[src/heightmap_block_edge_blend_core_defines.svh]
// Assertion macros for the heightmap block edge blend core.
`ifndef HEIGHTMAP_BLOCK_EDGE_BLEND_CORE_DEFINES_SVH
`define HEIGHTMAP_BLOCK_EDGE_BLEND_CORE_DEFINES_SVH

// Clocked assertion, off while in reset.
`define HBEB_ASSERT(lbl, prop, msg) \
	lbl: assert property (@(posedge clk) disable iff (!arst_n) prop) \
		else $error(msg);

// Same check written as an implication.
`define HBEB_ASSERT_IMP(lbl, ante, cons, msg) \
	`HBEB_ASSERT(lbl, (ante) |-> (cons), msg)

`endif

[src/hbeb_pkg.sv]
// Types and constants shared by the heightmap block edge blend core.
package hbeb_pkg;

	localparam int MAX_SIDE    = 4096;
	localparam int HEIGHT_W    = 32;
	localparam int REG_W       = 13;
	localparam int COORD_W     = 12;
	localparam int IDX_W       = 24;
	localparam int FRAC_W      = 16;
	localparam int QUO_W       = 18;
	localparam int DIV_STEPS   = 3;
	localparam int DIV_STAGES  = 6;
	localparam int DIV_FIRST   = 2;
	localparam int DIV_LAST    = DIV_FIRST + DIV_STAGES - 1;
	localparam int MUL_STAGE   = DIV_LAST + 1;
	localparam int NUM_STAGES  = MUL_STAGE + 1;
	localparam int CFG_IDX_W   = 3;
	localparam int DIFF_W      = HEIGHT_W + 1;
	localparam int PROD_W      = DIFF_W + QUO_W + 1;
	localparam int DELTA_W     = PROD_W - FRAC_W;

	localparam logic [REG_W-1:0] SIDE_LIMIT = REG_W'(MAX_SIDE);
	localparam logic [QUO_W-1:0] QUO_ONE    = QUO_W'(1 << FRAC_W);

	typedef enum logic [CFG_IDX_W-1:0] {
		REG_MAP_SIDE   = 3'd0,
		REG_ORIGIN_COL = 3'd1,
		REG_ORIGIN_ROW = 3'd2,
		REG_BLOCK_COLS = 3'd3,
		REG_BLOCK_ROWS = 3'd4,
		REG_BLEND_SPAN = 3'd5
	} reg_idx_t;

	// restoring divider state: partial remainder, quotient so far, dividend bits left
	typedef struct packed {
		logic [REG_W-1:0] rem;
		logic [QUO_W-1:0] quo;
		logic [QUO_W-1:0] nbits;
	} div_t;

	typedef struct packed {
		logic [COORD_W-1:0] gx;
		logic [COORD_W-1:0] gy;
		logic [REG_W-1:0]   side;
	} pos_t;

	typedef struct packed {
		logic                       in_map;
		logic signed [HEIGHT_W-1:0] bv;
		logic signed [HEIGHT_W-1:0] ev;
		logic signed [DIFF_W-1:0]   diff;
	} ctx_t;

endpackage

[src/heightmap_block_edge_blend_core.sv]
// Top level: feathered edge blend of pasted block samples into a square heightmap.
//
//  channel   | handshake            | payload
//  ----------+----------------------+-----------------------------------------------
//  item in   | item_valid/ready     | col, row, block_value, existing_value
//  result    | res_valid/ready      | dest_index, new_value, write_enable
//  config    | cfg_we               | cfg_index, cfg_data
//
// Nine register stages: placement, six divider stages (three quotient bits each)
// that produce the weight, the blend multiply, and the output register.
// One item per cycle while the result channel is not stalled.
// Each stage holds while the one after it is full and stalled; empty stages still fill.
// arst_n clears the valid bits and loads the register reset values.
`include "heightmap_block_edge_blend_core_defines.svh"

module heightmap_block_edge_blend_core (
	input  logic                                clk,
	input  logic                                arst_n,
	input  logic                                cfg_we,
	input  logic [hbeb_pkg::CFG_IDX_W-1:0]      cfg_index,
	input  logic [hbeb_pkg::REG_W-1:0]          cfg_data,
	input  logic                                item_valid,
	output logic                                item_ready,
	input  logic [hbeb_pkg::COORD_W-1:0]        col,
	input  logic [hbeb_pkg::COORD_W-1:0]        row,
	input  logic signed [hbeb_pkg::HEIGHT_W-1:0] block_value,
	input  logic signed [hbeb_pkg::HEIGHT_W-1:0] existing_value,
	output logic                                res_valid,
	input  logic                                res_ready,
	output logic [hbeb_pkg::IDX_W-1:0]          dest_index,
	output logic signed [hbeb_pkg::HEIGHT_W-1:0] new_value,
	output logic                                write_enable
);
	import hbeb_pkg::*;

	logic [REG_W-1:0] map_side_q, origin_col_q, origin_row_q;
	logic [REG_W-1:0] block_cols_q, block_rows_q, blend_span_q;

	always_ff @(posedge clk or negedge arst_n) begin
		if (!arst_n) begin
			map_side_q   <= SIDE_LIMIT;
			origin_col_q <= '0;
			origin_row_q <= '0;
			block_cols_q <= REG_W'(1);
			block_rows_q <= REG_W'(1);
			blend_span_q <= '0;
		end else if (cfg_we) begin
			unique case (reg_idx_t'(cfg_index))
				REG_MAP_SIDE:   map_side_q   <= cfg_data;
				REG_ORIGIN_COL: origin_col_q <= cfg_data;
				REG_ORIGIN_ROW: origin_row_q <= cfg_data;
				REG_BLOCK_COLS: block_cols_q <= cfg_data;
				REG_BLOCK_ROWS: block_rows_q <= cfg_data;
				REG_BLEND_SPAN: blend_span_q <= cfg_data;
				default: ;
			endcase
		end
	end

	// stage enables ripple back from the output
	logic [NUM_STAGES:1]   vld_q;
	logic [NUM_STAGES+1:1] en;

	always_comb begin
		en[NUM_STAGES+1] = res_ready;
		for (int k = NUM_STAGES; k >= 1; k--)
			en[k] = !vld_q[k] || en[k+1];
	end

	assign item_ready = en[1];

	always_ff @(posedge clk or negedge arst_n) begin
		if (!arst_n) begin
			vld_q <= '0;
		end else begin
			if (en[1])
				vld_q[1] <= item_valid;
			for (int k = 2; k <= NUM_STAGES; k++)
				if (en[k])
					vld_q[k] <= vld_q[k-1];
		end
	end

	// placement, bounds and edge distance
	logic [REG_W:0]   gx_c, gy_c;
	logic [REG_W-1:0] side_c, ecol_c, erow_c, espan_c, e_c, ep1_c;
	logic             inside_c;

	assign gx_c = {origin_col_q[REG_W-1], origin_col_q} + {2'b00, col};
	assign gy_c = {origin_row_q[REG_W-1], origin_row_q} + {2'b00, row};
	assign side_c = (map_side_q > SIDE_LIMIT) ? SIDE_LIMIT : map_side_q;
	assign inside_c = ({1'b0, col} < block_cols_q) && ({1'b0, row} < block_rows_q)
		&& !gx_c[REG_W] && !gy_c[REG_W]
		&& (gx_c[REG_W-1:0] < side_c) && (gy_c[REG_W-1:0] < side_c);

	assign ecol_c  = block_cols_q - {1'b0, col} - REG_W'(1);
	assign erow_c  = block_rows_q - {1'b0, row} - REG_W'(1);
	assign espan_c = blend_span_q - REG_W'(1);

	always_comb begin
		e_c = {1'b0, col};
		if (ecol_c < e_c)
			e_c = ecol_c;
		if ({1'b0, row} < e_c)
			e_c = {1'b0, row};
		if (erow_c < e_c)
			e_c = erow_c;
		if (espan_c < e_c)
			e_c = espan_c;
	end

	assign ep1_c = e_c + REG_W'(1);

	pos_t                       pos_s1;
	div_t                       div_s [1:DIV_LAST];
	div_t                       div_nx [DIV_FIRST:DIV_LAST];
	ctx_t                       ctx_s [1:MUL_STAGE];
	logic [IDX_W-1:0]           idx_s [DIV_FIRST:MUL_STAGE];
	logic signed [PROD_W-1:0]   prod_s8;
	logic [IDX_W-1:0]           idx_c;
	logic signed [DELTA_W-1:0]  delta_c;
	logic signed [DELTA_W-1:0]  sum_c;

	for (genvar g = DIV_FIRST; g <= DIV_LAST; g++) begin : g_div
		hbeb_div_stage u_div (
			.d_in    (div_s[g-1]),
			.divisor (blend_span_q),
			.d_out   (div_nx[g])
		);
	end

	assign idx_c = IDX_W'(({13'd0, pos_s1.gy} * {12'd0, pos_s1.side}) + {13'd0, pos_s1.gx});

	assign delta_c = prod_s8[PROD_W-1:FRAC_W];
	assign sum_c = {{(DELTA_W-HEIGHT_W){ctx_s[MUL_STAGE].ev[HEIGHT_W-1]}}, ctx_s[MUL_STAGE].ev}
		+ delta_c;

	always_ff @(posedge clk) begin
		if (en[1]) begin
			pos_s1.gx      <= gx_c[COORD_W-1:0];
			pos_s1.gy      <= gy_c[COORD_W-1:0];
			pos_s1.side    <= side_c;
			ctx_s[1].in_map <= inside_c;
			ctx_s[1].bv    <= block_value;
			ctx_s[1].ev    <= existing_value;
			ctx_s[1].diff  <= {block_value[HEIGHT_W-1], block_value}
				- {existing_value[HEIGHT_W-1], existing_value};
			// dividend is (e+1) << 16; its top bits seed the remainder
			div_s[1].rem   <= {2'b00, ep1_c[REG_W-1:2]};
			div_s[1].quo   <= '0;
			div_s[1].nbits <= {ep1_c[1:0], {(QUO_W-2){1'b0}}};
		end
		if (en[DIV_FIRST])
			idx_s[DIV_FIRST] <= idx_c;
		for (int k = DIV_FIRST; k <= DIV_LAST; k++) begin
			if (en[k]) begin
				div_s[k] <= div_nx[k];
				ctx_s[k] <= ctx_s[k-1];
			end
		end
		for (int k = DIV_FIRST + 1; k <= DIV_LAST; k++)
			if (en[k])
				idx_s[k] <= idx_s[k-1];
		if (en[MUL_STAGE]) begin
			ctx_s[MUL_STAGE] <= ctx_s[DIV_LAST];
			idx_s[MUL_STAGE] <= idx_s[DIV_LAST];
			prod_s8 <= ctx_s[DIV_LAST].diff * $signed({1'b0, div_s[DIV_LAST].quo});
		end
		if (en[NUM_STAGES]) begin
			write_enable <= ctx_s[MUL_STAGE].in_map;
			if (!ctx_s[MUL_STAGE].in_map) begin
				dest_index <= '0;
				new_value  <= '0;
			end else begin
				dest_index <= idx_s[MUL_STAGE];
				new_value  <= (blend_span_q == '0) ? ctx_s[MUL_STAGE].bv
					: sum_c[HEIGHT_W-1:0];
			end
		end
	end

	assign res_valid = vld_q[NUM_STAGES];

	`HBEB_ASSERT_IMP(a_ready_when_empty, !res_valid, item_ready,
		"input stalled while output register is empty")
	`HBEB_ASSERT_IMP(a_masked_fields, res_valid && !write_enable,
		(dest_index == '0) && (new_value == '0), "rejected sample carries nonzero fields")
	`HBEB_ASSERT_IMP(a_weight_range,
		vld_q[DIV_LAST] && ctx_s[DIV_LAST].in_map && (blend_span_q != '0),
		div_s[DIV_LAST].quo <= QUO_ONE, "feather weight above one")

endmodule

[src/hbeb_div_stage.sv]
// Three steps of restoring division for the feather weight pipeline.
module hbeb_div_stage (
	input  hbeb_pkg::div_t                   d_in,
	input  logic [hbeb_pkg::REG_W-1:0]       divisor,
	output hbeb_pkg::div_t                   d_out
);
	import hbeb_pkg::*;

	always_comb begin
		div_t           d;
		logic [REG_W:0] trial;
		d = d_in;
		for (int i = 0; i < DIV_STEPS; i++) begin
			trial = {d.rem, d.nbits[QUO_W-1]};
			d.nbits = {d.nbits[QUO_W-2:0], 1'b0};
			if (trial >= {1'b0, divisor}) begin
				d.rem = REG_W'(trial - {1'b0, divisor});
				d.quo = {d.quo[QUO_W-2:0], 1'b1};
			end else begin
				d.rem = trial[REG_W-1:0];
				d.quo = {d.quo[QUO_W-2:0], 1'b0};
			end
		end
		d_out = d;
	end

endmodule
[config.mk]
export PLATFORM = sky130hd
export DESIGN_NAME = heightmap_block_edge_blend_core
export DESIGN_NICKNAME = d
export VERILOG_FILES = /design/src/hbeb_pkg.sv /design/src/heightmap_block_edge_blend_core.sv /design/src/hbeb_div_stage.sv
export VERILOG_INCLUDE_DIRS = /design/src /design/src/src
export SDC_FILE = /design/constraint.sdc
export NUM_CORES = 2
export LEC_CHECK = 0
export BUFFER_PORTS_ARGS = -buffer_cell sky130_fd_sc_hd__buf_4
export CAP_MARGIN = 20
export CORE_ASPECT_RATIO = 0.5
export CORE_UTILIZATION = 55
export CTS_CLUSTER_DIAMETER = 200
export CTS_CLUSTER_SIZE = 30
export DETAILED_ROUTE_END_ITERATION = 7
export PLACE_DENSITY = 0.75
export SYNTH_ARGS = -nofsm -noshare
export SYNTH_HDL_FRONTEND = slang
export SYNTH_SLANG_ARGS = --single-unit
[constraint.sdc]
create_clock -name clk -period 30.4 [get_ports clk]
set_clock_uncertainty 0.05 [all_clocks]
set_input_delay 4.56 -clock clk [delete_from_list [all_inputs] [get_ports clk]]
set_output_delay 4.56 -clock clk [all_outputs]
set_load 0.01 [all_outputs]
==> summary.md <==
| Metric | Value |
|---|---|
| Total CTS buffers | 48 |
| Clock Pin Slew Worst Setup and Hold Paths | 0.13 ns |
| YS warnings | 0 |
| M1 wire length | 73.7 mm |
| Most common cell after layout, fill and taps aside | edfxtp_1 |
| Vias per cell | 5.47 |
| Htree depth | 2 |
| Post-Synth XOR/XNOR Area | 0.0327 |
| Register area share after synthesis | 0.459 |
| Slowest library cell on the worst path | a21oi_1 |
| Synth Net Count | 8188 |
| Routed Antenna Nets | 0 |
| Slew Limit Headroom | 0.332 |
| Total GRT Usage | 0.227 |
| Worst setup EP type | flop |
| Critical path required time | 30.80 ns |
| Worst Hold Class | reg -> reg |
| Startpoint class of the critical path | input port |
| CTS Sinks | 1273 |
| Compound-cell area share of the yosys netlist | 0.0729 |
| Detail Placement HPWL | 124 mm |
| Grt ovf | 0 |
| Io pins | 168 |
| Max FO, Critical Path | 28 |
| Async set-reset flop share out of synthesis | 0.0683 |
| Initial antenna violation count | 2 |
| Total number of vias | 48600 |
| Syn_area_per_cell | 12.1 um^2 |
| Area grow syn2layout | 6.19% |
| Post_cts resized | 0 |
| Largest net degree at the start of global routing | 130 |
| Root Driver | clkbuf_16 |
| Simple-Gate Fraction of Synth Area | 0.0950 |
| Final routed DRC violation total | 0 |
| Fin crit period | 15.29 ns |
| Final wirelength | 167 mm |
| Final setup viols | 0 |
| First-pass GRT wire length | 270 mm |
| Final Hold Viols | 0 |
| Post-synth EDFFs | 1186 |
| Top cell type's share of synthesized area | 0.433 |
| Final count of pins violating max slew | 0 |
| RD Place Congestion | 0.890 |
| Worst-Margin Slew | 1.00 ns |
| RSZ-0062 raised after global routing | false |
| Post-CTS setup buffers | 0 |
| Max stage delay on crit path | 0.51 ns |
| Fraction of layout cells with a size suffix above 1 | 0.0809 |
| Critical Path AT | 15.69 ns |
| CTS tree | built |
| Main combinational cell family by area after synthesis | adder cells |
| Post-synthesis mux area share | 0.0309 |
| Crit share post-route | 0.503 |
| Critical path's most frequent cell | a21oi_1 |
| Cells after Synth | 6797 |
| Final nets | 8286 |
| Max_cap viols | 0 |
| Vias in the first global route | 49900 |
| Synthesized area | 82300 um^2 |
| Post-synthesis register bit count | 1273 |
| Met3 wire len | 7.58 mm |
| Initial DRC Count | 3203 |
| Die Y | 275 um |
| DR top layer | met4 |
| Core box area | 147000 um^2 |
| Die width | 549 um |
| Site row count | 99 |
| Adder-Cell Fraction of Synth Area | 0.257 |
| Synth cell types | 90 |
| Post-synth top area cell | edfxtp_1 |
| Routed wl met2 | 81.1 mm |
| Wire per inst | 18.8 um |
| Clk_lat worst skew | 0.69 ns |
| Die ar. | 151000 um^2 |
| Most frequent cells in the layout | 1186 x edfxtp_1, 943 x inv_1, 702 x nand2_1 |
| Hold Buf Count CTS | 0 |
| DR pass1 iterations | 6 |
| TNS Setup | 0 ns |
| Status | finished, final reports clean |
| N_diodes | 0 |
| Most used DFF post-synth | edfxtp_1 |
| Buffers on Ports | 167 |
| Clock buffer depth | 3 |
| Synth area leaders | edfxtp_1 43%, fa_1 16%, ha_1 9.2%, inv_1 4.3%, nand2_1 3.2% |
| Initial Utilization | 0.559 |
| WS Path Type | in -> reg |
| Peak Freq | 65.4 MHz |
[cell type report]
type / count / area (um^2)
Sequential cell: 1273 / 37800
Timing Repair Buffer: 241 / 1890
Fill cell: 11600 / 59800
Clock inverter: 4 / 86.3
Tap cell: 1969 / 2460
Clock buffer: 63 / 1260
Inverter: 946 / 3560
Multi-Input combinational cell: 4385 / 40300
[kinds of logic (layout without fill, tap and decap cells)]
logic type / Yosys count / after routing
buffers and inverters: 1139 / 1254
AOI/OAI and AO/OA: 924 / 924
DFF: 1273 / 1273
xor gates and xnor gates: 306 / 306
adders and majority gates: 1283 / 1283
muxes: 228 / 228
other: 1 / 1
and+or+nand+nor: 1643 / 1643
[metal layers]
| metal | track usage | vias to the layer above |
|---|---|---|
| met5 | 0 | - |
| met4 | 0.0564 | 0 |
| met3 | 0.0213 | 236 |
| met2 | 0.392 | 1113 |
| met1 | 0.313 | 24200 |
| li1 | - | 23000 |
[cell usage after synthesis (71+ instances only)]
master / count
a21o_1: 162
clkbuf_1: 178
fa_1: 677
nor2_1: 266
o21ai_0: 221
dfrtp_1: 84
nand2_1: 705
and2_1: 346
a21oi_1: 224
nand2b_1: 71
mux2_2: 200
xor2_1: 98
inv_1: 946
xnor2_1: 207
edfxtp_1: 1186
ha_1: 605
[worst max-delay path: cells and delay by family]
kind	cells	cell delay [ns]
xor gates and xnor gates	2	0.27
muxes	2	0.50
buffers and inverters	3	0.31
and+or+nand+nor	13	2.57
adders and majority gates	6	1.94
AOI/OAI and AO/OA	23	5.52
[path summary, 6_finish.rpt]
check | startpoint | to | slack [ns] | depth (start not counted)
max | col[1] | div_s[0][89] | 15.11 | 49
min | ctx_s[0][444] | ctx_s[0][542] | 0.36 | 0
max reg2reg | block_cols_q[1] | div_s[0][89] | 18.76 | 47
min reg2reg | ctx_s[0][444] | ctx_s[0][542] | 0.36 | 0
max in group asynchronous | arst_n | vld_q[9] | 25.37 | 2
min in group asynchronous | arst_n | block_cols_q[4] | 3.78 | 1
[state kept, by name (all words and copies together) (netlist names), 24 cells and up]
signal,count
ctx_s,751
idx_s,168
div_s,141
pos_s1,37
new_value,32
prod_s8,32
dest_index,24
[stage by stage]
step | utilization | area (um^2) | hold WS, ns | cells | setup slack, ns
after floorplan | - | 82300 | 0.350 | 6797 | 8.50
after global placement | 0.584 | 85900 | 0.350 | 8807 | 14.62
after detailed placement | 0.584 | 85900 | 0.355 | 8808 | 14.48
after CTS | 0.593 | 87300 | 0.358 | 8875 | 15.21
after global routing | 0.594 | 87400 | 0.365 | 8881 | 14.16
final | 0.594 | 87400 | 0.362 | 8881 | 15.11
Power is left out: the tool's default activity adds up to more than one toggle a clock period on the data nets, which glitch-free logic cannot reach.
